**src/rtl/mefr_pkg.sv**
```systemverilog
// shared types and constants for the multichannel ema filter framer
// no dependencies; imported by every module of the block
package mefr_pkg;

  localparam int CHANNEL_COUNT = 6;
  localparam int SAMPLE_BITS   = 12;
  localparam int IDX_BITS      = (CHANNEL_COUNT > 1) ? $clog2(CHANNEL_COUNT) : 1;
  localparam int SNAP_BITS     = CHANNEL_COUNT * SAMPLE_BITS;
  localparam int BYTE_COUNT    = 2 * CHANNEL_COUNT + 4;
  localparam int CNT_BITS      = $clog2(BYTE_COUNT);
  localparam int SUM_BITS      = SAMPLE_BITS + 8;

  localparam logic [SAMPLE_BITS-1:0] MIDSCALE = SAMPLE_BITS'(1) << (SAMPLE_BITS - 1);
  localparam logic [7:0] HEADER_A = 8'hAA;
  localparam logic [7:0] HEADER_B = 8'h55;

  typedef struct packed {
    logic [2:0]  channel_index;
    logic [11:0] sample_value;
  } in_word_t;

  typedef struct packed {
    logic [7:0] frame_byte;
    logic       frame_last;
  } out_word_t;

  typedef struct packed {
    logic [2:0] filter_shift;
    logic [2:0] quant_bits;
  } cfg_t;

  typedef struct packed {
    logic full;
    logic empty;
  } q_stat_t;

endpackage

```
**src/rtl/multichannel_ema_filter_framer_unit.sv**
```systemverilog
// top level of the multichannel ema filter framer: config registers,
// front end, snapshot queue and frame serializer; uses mefr_pkg
//
// usage:
//   sample channel (sample_valid / sample_stall / sample_word) takes one
//   converter reading tagged with its channel. an index past the last
//   channel is dropped. each sample updates its channel's filtered value
//   at the edge it is accepted, so samples go in one per cycle while the
//   snapshot queue has room.
//   the sample of the last channel pushes a snapshot of all channels; the
//   serializer turns it into 2*channels+4 frame words, one per cycle
//   while frame_stall is low, the checksum word marked by frame_last.
//   the snapshot passes the queue and the serializer's shift register
//   before its first word is registered onto frame_valid. the serializer
//   takes a snapshot only when idle, so the sustained input rate is set
//   by its one-word-per-cycle output register. frame_stall holds the
//   output word; the queue keeps two snapshots, after which sample_stall
//   goes high. reset (rst, synchronous) sets every channel to midscale,
//   drops queued frames and loads the register defaults. the user must
//   make apb writes only while idle; the block does not enforce it.
module multichannel_ema_filter_framer_unit import mefr_pkg::*; (
  input  logic        clk,
  input  logic        rst,
  input  logic        psel,
  input  logic        penable,
  input  logic        pwrite,
  input  logic [2:0]  paddr,
  input  logic [31:0] pwdata,
  output logic [31:0] prdata,
  output logic        pready,
  input  logic        sample_valid,
  output logic        sample_stall,
  input  in_word_t    sample_word,
  output logic        frame_valid,
  input  logic        frame_stall,
  output out_word_t   frame_word
);

  localparam logic REG_FILTER_SHIFT = 1'b0;
  localparam logic REG_QUANT_BITS   = 1'b1;

  cfg_t                 cfg;
  q_stat_t              q_stat;
  logic                 push;
  logic                 pop;
  logic [SNAP_BITS-1:0] push_data;
  logic [SNAP_BITS-1:0] pop_data;

  assign pready = 1'b1;

  always_ff @(posedge clk) begin
    if (rst) begin
      cfg.filter_shift <= 3'd3;
      cfg.quant_bits   <= 3'd2;
    end else if (psel && penable && pwrite && pready) begin
      case (paddr[2])
        REG_FILTER_SHIFT: cfg.filter_shift <= pwdata[2:0];
        REG_QUANT_BITS:   cfg.quant_bits   <= pwdata[2:0];
        default: ;
      endcase
    end
  end

  always_comb begin
    case (paddr[2])
      REG_FILTER_SHIFT: prdata = {29'd0, cfg.filter_shift};
      REG_QUANT_BITS:   prdata = {29'd0, cfg.quant_bits};
      default:          prdata = 32'd0;
    endcase
  end

  mefr_front u_front (
    .clk          (clk),
    .rst          (rst),
    .cfg          (cfg),
    .sample_valid (sample_valid),
    .sample_stall (sample_stall),
    .sample_word  (sample_word),
    .q_stat       (q_stat),
    .push         (push),
    .push_data    (push_data)
  );

  mefr_queue u_queue (
    .clk       (clk),
    .rst       (rst),
    .push      (push),
    .push_data (push_data),
    .pop       (pop),
    .pop_data  (pop_data),
    .q_stat    (q_stat)
  );

  mefr_back u_back (
    .clk         (clk),
    .rst         (rst),
    .q_stat      (q_stat),
    .pop_data    (pop_data),
    .pop         (pop),
    .frame_valid (frame_valid),
    .frame_stall (frame_stall),
    .frame_word  (frame_word)
  );

endmodule

```
**src/rtl/mefr_front.sv**
```systemverilog
// front end: accepts samples, updates the per-channel filter state
// and pushes a snapshot of all channels to the frame queue; uses mefr_pkg
module mefr_front import mefr_pkg::*; (
  input  logic                 clk,
  input  logic                 rst,
  input  cfg_t                 cfg,
  input  logic                 sample_valid,
  output logic                 sample_stall,
  input  in_word_t             sample_word,
  input  q_stat_t              q_stat,
  output logic                 push,
  output logic [SNAP_BITS-1:0] push_data
);

  logic [SAMPLE_BITS-1:0] vals [CHANNEL_COUNT];
  logic                   accept;
  logic                   in_range;
  logic [IDX_BITS-1:0]    idx;
  logic [SAMPLE_BITS-1:0] old;
  logic [SAMPLE_BITS-1:0] sample;
  logic [SUM_BITS-1:0]    scaled;
  logic [SUM_BITS-1:0]    shifted;
  logic [SAMPLE_BITS-1:0] qmask;
  logic [SAMPLE_BITS-1:0] next_val;

  assign sample_stall = q_stat.full;
  assign accept       = sample_valid && !sample_stall;
  assign in_range     = 32'(sample_word.channel_index) < CHANNEL_COUNT;
  assign idx          = IDX_BITS'(sample_word.channel_index);
  assign old          = vals[idx];
  assign sample       = SAMPLE_BITS'(sample_word.sample_value);

  // old * (2^k - 1) + sample, done as a shift and subtract
  always_comb begin
    scaled   = (SUM_BITS'(old) << cfg.filter_shift) - SUM_BITS'(old) + SUM_BITS'(sample);
    shifted  = scaled >> cfg.filter_shift;
    qmask    = {SAMPLE_BITS{1'b1}} << cfg.quant_bits;
    next_val = shifted[SAMPLE_BITS-1:0] & qmask;
  end

  assign push = accept && in_range &&
                (32'(sample_word.channel_index) == CHANNEL_COUNT - 1);

  // snapshot carries the value written at this same edge
  always_comb begin
    for (int i = 0; i < CHANNEL_COUNT; i++) begin
      if (idx == IDX_BITS'(i)) begin
        push_data[i*SAMPLE_BITS +: SAMPLE_BITS] = next_val;
      end else begin
        push_data[i*SAMPLE_BITS +: SAMPLE_BITS] = vals[i];
      end
    end
  end

  always_ff @(posedge clk) begin
    if (rst) begin
      for (int i = 0; i < CHANNEL_COUNT; i++) begin
        vals[i] <= MIDSCALE;
      end
    end else if (accept && in_range) begin
      vals[idx] <= next_val;
    end
  end

endmodule

```
**src/rtl/mefr_queue.sv**
```systemverilog
// two-entry queue of channel snapshots between front and back end
// uses mefr_pkg for widths and the status struct
module mefr_queue import mefr_pkg::*; (
  input  logic                 clk,
  input  logic                 rst,
  input  logic                 push,
  input  logic [SNAP_BITS-1:0] push_data,
  input  logic                 pop,
  output logic [SNAP_BITS-1:0] pop_data,
  output q_stat_t              q_stat
);

  logic [SNAP_BITS-1:0] mem [2];
  logic                 wr_ptr;
  logic                 rd_ptr;
  logic [1:0]           count;

  assign q_stat.full  = (count == 2'd2);
  assign q_stat.empty = (count == 2'd0);
  assign pop_data     = mem[rd_ptr];

  always_ff @(posedge clk) begin
    if (push) begin
      mem[wr_ptr] <= push_data;
    end
  end

  always_ff @(posedge clk) begin
    if (rst) begin
      wr_ptr <= 1'b0;
      rd_ptr <= 1'b0;
      count  <= 2'd0;
    end else begin
      if (push) begin
        wr_ptr <= ~wr_ptr;
      end
      if (pop) begin
        rd_ptr <= ~rd_ptr;
      end
      count <= count + 2'(push) - 2'(pop);
    end
  end

`ifndef SYNTHESIS
  a_no_overflow: assert property (@(posedge clk) disable iff (rst)
    !(push && q_stat.full && !pop))
    else $error("snapshot pushed into a full queue");
  a_no_underflow: assert property (@(posedge clk) disable iff (rst)
    !(pop && q_stat.empty))
    else $error("snapshot popped from an empty queue");
`endif

endmodule

```
**src/rtl/mefr_back.sv**
```systemverilog
// back end: turns one snapshot into a frame of header, count, values and xor
// checksum, one word per unstalled cycle to an output register; uses mefr_pkg
module mefr_back import mefr_pkg::*; (
  input  logic                 clk,
  input  logic                 rst,
  input  q_stat_t              q_stat,
  input  logic [SNAP_BITS-1:0] pop_data,
  output logic                 pop,
  output logic                 frame_valid,
  input  logic                 frame_stall,
  output out_word_t            frame_word
);

  localparam logic [CNT_BITS-1:0] POS_HDR_A = CNT_BITS'(0);
  localparam logic [CNT_BITS-1:0] POS_HDR_B = CNT_BITS'(1);
  localparam logic [CNT_BITS-1:0] POS_COUNT = CNT_BITS'(2);
  localparam logic [CNT_BITS-1:0] POS_SUM   = CNT_BITS'(BYTE_COUNT - 1);

  logic                   busy;
  logic [CNT_BITS-1:0]    cnt;
  logic [SNAP_BITS-1:0]   shreg;
  logic [7:0]             sum;
  logic                   load;
  logic [SAMPLE_BITS-1:0] cur;
  logic [7:0]             byte_val;
  logic                   byte_last;

  assign pop  = !busy && !q_stat.empty;
  assign load = busy && (!frame_valid || !frame_stall);
  assign cur  = shreg[SAMPLE_BITS-1:0];

  always_comb begin
    byte_last = 1'b0;
    case (cnt)
      POS_HDR_A: byte_val = HEADER_A;
      POS_HDR_B: byte_val = HEADER_B;
      POS_COUNT: byte_val = 8'(CHANNEL_COUNT);
      POS_SUM: begin
        byte_val  = sum;
        byte_last = 1'b1;
      end
      default: begin
        // value bytes: odd positions carry the high byte
        if (cnt[0]) begin
          byte_val = 8'(cur >> 8);
        end else begin
          byte_val = cur[7:0];
        end
      end
    endcase
  end

  always_ff @(posedge clk) begin
    if (pop) begin
      shreg <= pop_data;
      sum   <= 8'h00;
    end else if (load) begin
      sum <= sum ^ byte_val;
      if (cnt != POS_SUM && cnt > POS_COUNT && !cnt[0]) begin
        shreg <= shreg >> SAMPLE_BITS;
      end
    end
  end

  always_ff @(posedge clk) begin
    if (rst) begin
      busy <= 1'b0;
      cnt  <= '0;
    end else if (pop) begin
      busy <= 1'b1;
      cnt  <= '0;
    end else if (load) begin
      if (cnt == POS_SUM) begin
        busy <= 1'b0;
        cnt  <= '0;
      end else begin
        cnt <= cnt + CNT_BITS'(1);
      end
    end
  end

  always_ff @(posedge clk) begin
    if (rst) begin
      frame_valid <= 1'b0;
    end else if (load) begin
      frame_valid <= 1'b1;
    end else if (!frame_stall) begin
      frame_valid <= 1'b0;
    end
  end

  always_ff @(posedge clk) begin
    if (load) begin
      frame_word.frame_byte <= byte_val;
      frame_word.frame_last <= byte_last;
    end
  end

`ifndef SYNTHESIS
  a_idle_count: assert property (@(posedge clk) disable iff (rst)
    !busy |-> cnt == '0)
    else $error("byte counter not cleared while idle");
  a_last_ends: assert property (@(posedge clk) disable iff (rst)
    (load && cnt == POS_SUM) |=> !busy && frame_valid && frame_word.frame_last)
    else $error("checksum word did not close the frame");
`endif

endmodule

```
**config.mk**
```make
export PLATFORM = sky130hd
export DESIGN_NAME = multichannel_ema_filter_framer_unit
export DESIGN_NICKNAME = d
export VERILOG_FILES = /design/src/rtl/mefr_pkg.sv /design/src/rtl/multichannel_ema_filter_framer_unit.sv /design/src/rtl/mefr_front.sv /design/src/rtl/mefr_queue.sv /design/src/rtl/mefr_back.sv
export SDC_FILE = /design/constraint.sdc
export NUM_CORES = 1
export LEC_CHECK = 0
export BUFFER_PORTS_ARGS = -buffer_cell sky130_fd_sc_hd__buf_2
export CORE_MARGIN = 4
export CORE_UTILIZATION = 60
export DETAILED_ROUTE_END_ITERATION = 10
export PLACE_DENSITY = 0.79
export REMOVE_ABC_BUFFERS = 1
export SYNTH_ARGS = -nofsm -noshare
export SYNTH_HDL_FRONTEND = slang
export SYNTH_HIERARCHICAL = 1
export SYNTH_SLANG_ARGS = --single-unit
```
**constraint.sdc**
```tcl
create_clock -name clk -period 8.2 [get_ports clk]
set_clock_uncertainty 0.1 [all_clocks]
set_input_delay 2.46 -clock clk [delete_from_list [all_inputs] [get_ports clk]]
set_output_delay 2.46 -clock clk [all_outputs]
set_load 0.02 [all_outputs]
```
==> flow_metrics.py, run 1 <==
metrics = {
    "status": {
        "status": "complete, no violations",
    },
    "timing": {
        "rsz0062_at_grt": "no",
        "slew_headroom_pct": 27.0,
        "setup_viol": 0,
        "fmaxAchievable_ghz": 0.130,
        "post-route-period-util_pct": 93.6,
        "tns_ps": 0,
        "worstMarginPinSlew_ps": 1090,
        "min_period_ps": 7670,
        "drv_slew": 0,
        "hold_viol": 0,
    },
    "die": {
        "die_x_um": 183,
        "fp.coreArea_mm2": 0.0299,
        "rows": 63,
        "io_pins": 101,
        "dieArea_mm2": 0.0334,
        "die_height_um": 183,
        "initial_core_util_pct": 61.2,
    },
    "drt": {
        "routed-wl-met2_um": 20700,
        "drc": 0,
        "wl_per_cell_um": 19.9,
        "wl_met1_um": 16100,
        "wl_um": 41000,
        "wl_met3_um": 2950,
        "top_layer": "met4",
        "dr.pass1.iters": 5,
        "num_vias": 12278,
        "vias_per_cell": 5.95,
        "detail_route.iter0.violations": 1201,
        "drtAntennaViolNets": 0,
    },
    "synthesis": {
        "ys_seq_area_share_pct": 55.4,
        "ys_types": 87,
        "synth_ff_type": "edfxtp_1",
        "ys_warn_count": 6,
        "synthAdderAreaFrac_pct": 3.02,
        "synth_edf_count": 321,
        "synth_top_cell_by_area": "edfxtp_1",
        "synth-simple-area-share_pct": 13.3,
        "synth_top_family_by_area": "simple AND/OR/NAND/NOR gates",
        "muxShareOfSynthArea_pct": 12.5,
        "ys_top_cells_by_area": "edfxtp_1, nand2_1, mux2_4",
        "netlist_area_mm2": 0.0183,
        "ys_ff_latch": 346,
        "yosysMostFrequentCell": "edfxtp_1",
        "synth-compound-area-share_pct": 9.31,
        "synthCells": 1549,
        "synth_xor_area_share_pct": 0.698,
        "async_reset_ff_share_pct": 0,
        "netlist.area_leader.share_pct": 52.7,
        "synth_area_per_cell_um2": 11.8,
        "synth.top_cells.by_count": "edfxtp_1, nand2_1, nor2_1",
    },
    "setup_path": {
        "start_kind": "primary input",
        "reg2reg_slack_ps": 2560,
        "path_cells": "buf_2, buf_4, mux4_2, mux2i_1, buf_4, nor2_1, nand2_1, ha_1, inv_1, ha_1, inv_1, fa_1, and2b_1, o31a_2, o21ai_1, buf_4, buf_4, o31a_1, buf_4, mux2i_1, nor4_1, o211ai_1, buf_12, o21ai_0",
        "cp.required_ps": 8370,
        "worst_ep_arrival_time_ps": 7850,
        "path_buf_inv": 9,
        "worstRegToRegCells": 22,
        "path_class": "primary input to register",
        "startpoint": "sample_word[12]",
        "worstSetupEndpointType": "register",
        "critPathMaxStageDelay_ps": 520,
        "rr_endpoint": "u_queue/mem[1][22]",
        "critical-path-top-delay-family": "buffers and inverters",
        "regToRegStartpoint": "u_front/vals[2][0]",
        "crit_slowest_cell": "mux4_2",
        "critPathMaxFanout": 11,
        "crit_top_cell": "buf_4",
    },
    "min_path": {
        "hold_path_depth": 2,
        "worstHoldStart": "u_back/busy",
        "holdCritPathClass": "register to register",
        "hold_end": "u_back/frame_valid",
    },
    "pwr": {
        "internal-power_uw": 4360,
        "pwr-share-clk_pct": 24.6,
        "peakVddDrop_v": 0.000174,
        "p_seq_share_pct": 37.3,
        "p_leak_uw": 0.00801,
        "power_density_mw_per_mm2": 328,
        "swShare_pct": 34.6,
        "p_comb_share_pct": 38.1,
        "switching_power_uw": 2310,
    },
    "clock_network": {
        "cts-root-buf": "clkbuf_16",
        "cts_num_sinks": 346,
        "post_cts_buffers": 0,
        "cts_max_path_buffers": 3,
        "ctsHoldBuffers": 0,
        "cts_made_buffers": 37,
        "cts_resized": 0,
        "clk-insertion-delay-late_ps": 520,
        "cts_tree": "built",
        "clkTransAtPathRegs_ps": 60,
        "htree_num_levels": 2,
    },
    "placed_design": {
        "place_congestion": 0.860,
        "dpl_cell_area_mm2": 0.0191,
        "port_buffers": 39,
        "dp_hpwl_um": 26800,
    },
    "grt": {
        "grt_max_degree": 80,
        "grt_first_pass_wirelength_um": 64000,
        "grt_overflow": 0,
        "antenna_found_initial": 0,
        "grtUsageTotal_pct": 24.0,
        "grt_pass1_vias": 12269,
    },
    "finish": {
        "postLayoutCellArea_mm2": 0.0203,
        "drive_gt1_share_pct": 21.2,
        "diodes": 0,
        "area_growth_pct": 11.2,
        "fin_nets": 1739,
    },
    "flow_run": {
        "cap_viol_max_count": 0,
    },
}
-- worst max path at each step --
stage	to	slack [ps]	cells past startpoint
floorplan	u_queue/mem[0][0]	850	3
global placement	u_queue/mem[1][49]	180	19
detailed placement	u_queue/mem[1][52]	80	19
CTS	u_queue/mem[0][52]	590	19
global route	u_queue/mem[1][22]	180	23
finish	u_queue/mem[1][22]	530	24
-- cell type report --
| cell class | count | area [um^2] |
|---|---|---|
| flip-flops and latches | 346 | 10100 |
| fillers | 2067 | 9530 |
| multi-input cells | 1069 | 7330 |
| repair buffers | 134 | 971 |
| clock buffers | 43 | 968 |
| well taps | 390 | 488 |
| clock inverters | 23 | 225 |
| inverters | 57 | 216 |
-- cell families (layout without fill, tap and decap cells) --
kind of cell / Yosys count / after routing
AOI/OAI and AO/OA: 246 / 246
xor gates and xnor gates: 13 / 13
adders and majority gates: 37 / 37
buffers and inverters: 185 / 257
DFF: 346 / 346
muxes: 157 / 157
other: 3 / 54
and+or+nand+nor: 562 / 562
-- state kept, by name, indices dropped and copies added (netlist names), named ones only --
signal,flops
cfg,6
u_queue/rd_ptr,1
u_back/frame_word,9
u_back/sum,8
u_back/shreg,72
u_queue/wr_ptr,1
u_back/cnt,4
u_front/vals,96
u_back/frame_valid,1
u_back/busy,1
u_queue/count,2
u_queue/mem,144
-- stage by stage --
stage / utilization, % / power (uW) / setup slack, ps / std cells / hold slack [ps]
6_report: 68.1 / 6660 / 527 / 2062 / 393
5_1_grt: 68.1 / 7010 / 175 / 2062 / 417
4_1_cts: 68.1 / 6670 / 592 / 2062 / 397
3_5_place_dp: 64.1 / 5020 / 82.8 / 1996 / 389
3_3_place_gp: 64.1 / 4940 / 184 / 1996 / 370
2_1_floorplan: - / 4150 / 850 / 1472 / 348
-- power groups by stage --
| stage | clock network [uW] | registers [uW] | logic, uW |
|---|---|---|---|
| 2_1_floorplan | 0 | 2540 | 1610 |
| 3_3_place_gp | 0 | 2500 | 2430 |
| 3_5_place_dp | 0 | 2520 | 2500 |
| 4_1_cts | 1660 | 2490 | 2520 |
| 5_1_grt | 1730 | 2510 | 2770 |
| 6_report | 1640 | 2490 | 2540 |
-- worst register-to-register path, cell delays in order (launching register included) --
cell,delay [ps]
edfxtp_1,430
mux4_2,540
mux2i_1,430
buf_4,200
nor2_1,60
nand2_1,100
ha_1,240
inv_1,70
ha_1,200
inv_1,80
fa_1,470
and2b_1,340
o31a_2,200
o21ai_1,70
buf_4,150
buf_4,120
o31a_1,320
buf_4,140
mux2i_1,120
nor4_1,280
o211ai_1,190
buf_12,180
o21ai_0,380
-- metal layers --
metal	vias to the layer above	global-route usage [%]
li1	5662	-
met1	5991	30.7
met2	529	41.9
met3	96	3.57
met4	0	8.89
met5	-	0
-- cell usage in the layout, fill, tap and decap left out, types with 9 or more instances in the layout --
cell and n:
o21ai_1 27, or3_1 9, o21ai_0 70, edfxtp_1 321
nor2_1 131, ha_1 25, nor3_1 19, nand2_1 308
fa_1 12, nand3_1 14, clkinv_1 10, xnor2_1 9
conb_1 54, mux2i_1 41, mux4_2 28, and2_1 16
buf_4 90, o21ai_2 10, mux2_2 18, mux2_4 70
o21a_1 14, inv_1 52, a21oi_1 32, dfxtp_1 24
a211oi_1 10, buf_2 39, clkbuf_16 37, nand2b_1 15
(Power assumes the default switching activity.)
==> run 2, diff against run 1 <==
ABC_AREA = 1   (was not set)
==> flow_metrics.py, run 2 <==
metrics = {
    "setup_path": {
        "worstRegToRegCells": 23,
        "cp.required_ps": 8300,
        "critPathMaxFanout": 20,
        "worst_ep_arrival_time_ps": 7250,
        "start_kind": "primary input",
        "worstSetupEndpointType": "register",
        "startpoint": "sample_word[12]",
        "rr_endpoint": "u_queue/mem[1][68]",
        "path_class": "primary input to register",
        "reg2reg_slack_ps": 3270,
        "regToRegStartpoint": "cfg[3]",
    },
    "timing": {
        "fmaxAchievable_ghz": 0.140,
        "tns_ps": 0,
        "post-route-period-util_pct": 87.2,
        "drv_slew": 0,
        "min_period_ps": 7150,
        "rsz0062_at_grt": "no",
        "hold_viol": 0,
        "worstMarginPinSlew_ps": 1050,
        "setup_viol": 0,
        "slew_headroom_pct": 30.1,
    },
    "pwr": {
        "p_comb_share_pct": 33.7,
        "internal-power_uw": 4000,
        "swShare_pct": 35.4,
        "pwr-share-clk_pct": 25.0,
        "power_density_mw_per_mm2": 317,
        "peakVddDrop_v": 0.000192,
        "p_seq_share_pct": 41.3,
        "switching_power_uw": 2200,
        "p_leak_uw": 0.00820,
    },
    "synthesis": {
        "synth_xor_area_share_pct": 0.193,
        "ys_types": 55,
        "synthCells": 1799,
        "synth.top_cells.by_count": "nand2_1, edfxtp_1, nor2_1",
        "synth_ff_type": "edfxtp_1",
        "ys_top_cells_by_area": "edfxtp_1, nand2_1, mux2_4",
        "synth-compound-area-share_pct": 6.37,
        "ys_ff_latch": 346,
        "synth_top_family_by_area": "simple AND/OR/NAND/NOR gates",
        "ys_warn_count": 6,
        "netlist_area_mm2": 0.0181,
        "ys_seq_area_share_pct": 55.9,
        "synth_top_cell_by_area": "edfxtp_1",
        "synth-simple-area-share_pct": 21.2,
        "synthAdderAreaFrac_pct": 3.05,
        "async_reset_ff_share_pct": 0,
        "netlist.area_leader.share_pct": 53.2,
        "synth_area_per_cell_um2": 10.1,
        "synth_edf_count": 321,
        "yosysMostFrequentCell": "nand2_1",
        "muxShareOfSynthArea_pct": 5.98,
    },
    "clock_network": {
        "cts-root-buf": "clkbuf_16",
        "htree_num_levels": 2,
        "ctsHoldBuffers": 0,
        "cts_tree": "built",
        "cts_max_path_buffers": 3,
        "cts_resized": 0,
        "clk-insertion-delay-late_ps": 510,
        "cts_made_buffers": 36,
        "post_cts_buffers": 0,
        "cts_num_sinks": 346,
        "clkTransAtPathRegs_ps": 60,
    },
    "die": {
        "die_x_um": 182,
        "die_height_um": 182,
        "fp.coreArea_mm2": 0.0297,
        "rows": 63,
        "dieArea_mm2": 0.0331,
        "initial_core_util_pct": 61.0,
        "io_pins": 101,
    },
    "min_path": {
        "worstHoldStart": "u_back/shreg[70]",
        "hold_end": "u_back/shreg[58]",
        "holdCritPathClass": "register to register",
        "hold_path_depth": 2,
    },
    "placed_design": {
        "place_congestion": 0.875,
        "port_buffers": 39,
        "dp_cells": 2190,
        "dp_hpwl_um": 26600,
    },
    "grt": {
        "grt_overflow": 0,
        "antenna_found_initial": 0,
        "grt_max_degree": 82,
        "grt_first_pass_wirelength_um": 63900,
        "grt_pass1_vias": 12535,
        "grtUsageTotal_pct": 24.0,
    },
    "finish": {
        "drive_gt1_share_pct": 15.1,
        "n_fill_cell": 2210,
        "regMostFlops": "u_queue/mem",
        "final_cell_mix": "nand2_1, edfxtp_1, nor2_1",
        "area_growth_pct": 7.88,
        "final_cells": 2255,
        "reg_top3": "u_queue/mem: 144 flops, u_front/vals: 96 flops, u_back/shreg: 72 flops",
        "diodes": 0,
        "fin_nets": 1932,
        "largest_register_ffs": 144,
        "final_common_cell": "nand2_1",
    },
    "drt": {
        "num_vias": 12737,
        "wl_um": 40200,
        "detail_route.iter0.violations": 1148,
        "dr.pass1.iters": 5,
        "wl_per_cell_um": 17.8,
        "drc": 0,
        "drtAntennaViolNets": 0,
        "vias_per_cell": 5.65,
    },
    "flow_run": {
        "cap_viol_max_count": 0,
    },
    "status": {
        "status": "complete, no violations",
    },
}
## run 2: cell count changes after synthesis, sizes merged, moves of 12 or more
cell	previous run	this run
mux2i	41	1
a22oi	1	25
mux2	88	72
nand4	6	29
nor2	131	148
nand2b	15	1
o21a	15	1
mux4	28	0
and2	17	1
nand3	14	146
inv	56	150
nand2	308	558
a211oi	15	3
o21ai	107	94
## run 2: per-stage QoR
step | area [um^2] | util (%) | hold WS [ps] | total power, uW | setup slack, ps
3_5_place_dp | 18400 | 62.0 | 396 | 4650 | 726
6_report | 19600 | 65.8 | 408 | 6200 | 1050
4_1_cts | 19600 | 65.8 | 410 | 6210 | 1180
5_1_grt | 19600 | 65.8 | 431 | 6570 | 665
3_3_place_gp | 18400 | 62.0 | 386 | 4590 | 867
2_1_floorplan | 17600 | - | 375 | 4140 | 1250
## run 2: worst max path at each step
stage,to,slack [ps],cells after the start
after floorplan,u_queue/mem[0][0],1250,7
after global placement,u_queue/mem[0][68],870,26
after detailed placement,u_queue/mem[1][64],730,29
after CTS,u_queue/mem[1][68],1180,28
after global routing,u_queue/mem[1][68],670,28
final,u_queue/mem[1][68],1050,28
## run 2: cells by family after synthesis
| group | count (synthesis) |
|---|---|
| xor+xnor | 4 |
| other cells | 3 |
| compound gates | 177 |
| buf+inv | 260 |
| fa+ha+maj | 37 |
| flops | 346 |
| simple gates | 899 |
| mux | 73 |
## run 2: metal layers
| metal | vias to the layer above | share of wire [%] | global-route usage (%) |
|---|---|---|---|
| li1 | 6096 | - | - |
| met1 | 6004 | 40 | 29.8 |
| met2 | 540 | 50 | 42.6 |
| met3 | 97 | 7.1 | 3.97 |
| met4 | 0 | 3.0 | 8.17 |
| met5 | - | 0 | 0 |
## run 2: power groups by stage
stage,logic [uW],registers (uW),clock network [uW]
2_1_floorplan,1520,2630,0
3_5_place_dp,2060,2600,0
6_report,2090,2560,1550
3_3_place_gp,2000,2590,0
5_1_grt,2330,2590,1650
4_1_cts,2080,2570,1570
## run 2: cell type report
type / count / area [um^2] / share of cell area [%]
Clock buffer: 52 / 1030 / 5.29
Clock inverter: 13 / 97.6 / 0.499
Inverter: 153 / 579 / 2.96
Multi-Input combinational cell: 1244 / 6880 / 35.2
Sequential cell: 346 / 10100 / 51.9
Tap cell: 390 / 488 / 2.50
Timing Repair Buffer: 57 / 330 / 1.69
## run 2: critical path, cell delays in order
cell and delay, ps:
buf_2 210, inv_2 190, nand2_1 120, inv_1 70, buf_4 310, nand2_1 100, nand4_1 160, nor2_1 90
a31oi_2 310, nand2_1 120, nand3_1 80, o21ai_1 80, nand2_1 70, o21ai_0 110, fa_1 530, inv_1 40
ha_1 330, nand2_1 110, nor2_1 160, nand2_1 70, nand2_1 190, nand3_1 160, nand3_1 150, nand3_1 140
nand3_1 120, nand3_1 90, nand2_1 450, o21ai_0 230
==> run 3, diff against run 2 <==
REMOVE_ABC_BUFFERS = not set   (was 1)
==> flow_metrics.py, run 3 (synthesis results as in run 2) <==
metrics = {
    "min_path": {
        "hold_path_depth": 2,
        "worstHoldStart": "u_back/shreg[62]",
        "holdCritPathClass": "register to register",
        "hold_end": "u_back/shreg[50]",
    },
    "die": {
        "die_height_um": 182,
        "io_pins": 101,
        "fp.coreArea_mm2": 0.0297,
        "initial_core_util_pct": 61.0,
        "dieArea_mm2": 0.0331,
        "die_x_um": 182,
        "rows": 63,
    },
    "finish": {
        "fin_nets": 1940,
        "drive_gt1_share_pct": 15.6,
        "area_growth_pct": 8.33,
        "regMostFlops": "u_queue/mem",
        "largest_register_ffs": 144,
        "final_common_cell": "nand2_1",
        "final_cell_mix": "nand2_1, edfxtp_1, nor2_1",
        "postLayoutCoreUtil_pct": 66.1,
        "diodes": 0,
        "reg_top3": "u_queue/mem: 144 flops, u_front/vals: 96 flops, u_back/shreg: 72 flops",
    },
    "setup_path": {
        "start_kind": "primary input",
        "reg2reg_slack_ps": 3410,
        "path_class": "primary input to register",
        "worstRegToRegCells": 25,
        "critical-path-top-delay-family": "simple AND/OR/NAND/NOR gates",
        "worst_ep_arrival_time_ps": 7280,
        "worstSetupEndpointType": "register",
        "cp.required_ps": 8330,
        "critPathMaxFanout": 15,
        "path_buf_inv": 6,
        "crit_top_cell": "nand2_1",
        "crit_slowest_cell": "fa_1",
        "critPathMaxStageDelay_ps": 550,
        "regToRegStartpoint": "u_front/vals[4][4]",
        "rr_endpoint": "u_queue/mem[0][53]",
        "path_depth": 30,
    },
    "pwr": {
        "swShare_pct": 35.7,
        "p_seq_share_pct": 40.9,
        "switching_power_uw": 2220,
        "internal-power_uw": 4010,
        "p_leak_uw": 0.00825,
        "power_density_mw_per_mm2": 318,
        "peakVddDrop_v": 0.000234,
        "p_comb_share_pct": 34.1,
        "pwr-share-clk_pct": 24.9,
    },
    "grt": {
        "antenna_found_initial": 2,
        "grt_overflow": 0,
        "grt_max_degree": 82,
        "grt_first_pass_wirelength_um": 64600,
        "grtUsageTotal_pct": 24.4,
        "grt_pass1_vias": 12460,
    },
    "clock_network": {
        "ctsHoldBuffers": 0,
        "cts-root-buf": "clkbuf_16",
        "cts_max_path_buffers": 3,
        "htree_num_levels": 2,
        "cts_num_sinks": 346,
        "clkTransAtPathRegs_ps": 60,
        "post_cts_buffers": 0,
        "cts_tree": "built",
        "cts_made_buffers": 36,
        "cts_resized": 0,
        "clk-insertion-delay-late_ps": 520,
    },
    "placed_design": {
        "dp_hpwl_um": 27600,
        "port_buffers": 39,
        "place_congestion": 0.920,
    },
    "drt": {
        "dr.pass1.iters": 6,
        "detail_route.iter0.violations": 1325,
        "drc": 0,
        "vias_per_cell": 5.73,
        "wl_per_cell_um": 18.2,
        "drtAntennaViolNets": 0,
        "wl_um": 41300,
        "num_vias": 12961,
    },
    "timing": {
        "post-route-period-util_pct": 87.3,
        "fmaxAchievable_ghz": 0.140,
        "holdWs_ps": 410,
        "worstMarginPinSlew_ps": 1010,
        "min_period_ps": 7160,
        "drv_slew": 0,
        "tns_ps": 0,
        "setup_viol": 0,
        "hold_viol": 0,
        "slew_headroom_pct": 32.3,
        "rsz0062_at_grt": "no",
    },
    "status": {
        "status": "complete, no violations",
    },
    "flow_run": {
        "cap_viol_max_count": 0,
    },
}
run 3: area by class of cell:
type | instances | area [um^2]
repair buffers | 65 | 415
clock buffers | 45 | 965
flip-flops and latches | 346 | 10100
well taps | 390 | 488
clock inverters | 20 | 163
inverters | 153 | 579
fillers | 2216 | 10100
multi-input cells | 1244 | 6880
run 3: how the worst max path moves through the flow:
stage	from	to	slack [ps]
floorplan	sample_word[13]	u_queue/mem[0][0]	1110
global placement	sample_word[12]	u_queue/mem[0][16]	710
detailed placement	sample_word[12]	u_queue/mem[1][16]	680
CTS	sample_word[12]	u_queue/mem[1][16]	1200
global route	sample_word[12]	u_queue/mem[1][16]	690
finish	sample_word[12]	u_queue/mem[1][16]	1040
run 3: per-layer routing:
layer  global-route usage [%]  vias up  routed length [um]
met2                     42.1      590               20300
li1                         -     6100                   -
met1                     30.8     6149               15900
met5                        0        -                   8
met3                     4.31      120                3480
met4                     9.37        2                1600
run 3: power groups by stage:
| stage | Combinational [uW] | Sequential (uW) | Clock [uW] |
|---|---|---|---|
| 2_1_floorplan | 1680 | 2560 | 0 |
| 3_3_place_gp | 2040 | 2570 | 0 |
| 3_5_place_dp | 2110 | 2590 | 0 |
| 4_1_cts | 2120 | 2550 | 1580 |
| 5_1_grt | 2360 | 2580 | 1650 |
| 6_report | 2130 | 2550 | 1560 |
run 3: per-stage QoR:
step	area [um^2]	cells	power [uW]	setup slack [ps]
6_report	19600	2263	6240	1040
5_1_grt	19600	2263	6600	689
4_1_cts	19600	2263	6250	1200
3_5_place_dp	18500	2198	4700	683
2_1_floorplan	18300	1850	4240	1110
3_3_place_gp	18500	2198	4610	709
run 3: worst register-to-register path: stages (launching register included):
cell and delay, ps:
edfxtp_1 380, a22oi_1 190, nand3_1 90, o21ai_1 460, inv_1 170, nand2_1 110
nand3_1 80, o21ai_1 180, nand2_1 70, o21ai_0 120, fa_1 470, inv_1 80
ha_1 270, nand2_1 100, nand2_1 50, o21bai_1 180, nand2b_2 240, inv_1 70
nand2_1 60, nand3_1 100, nand3_1 100, nand3_1 110, nand2_1 50, inv_1 60
nand2_1 210, o21ai_0 450
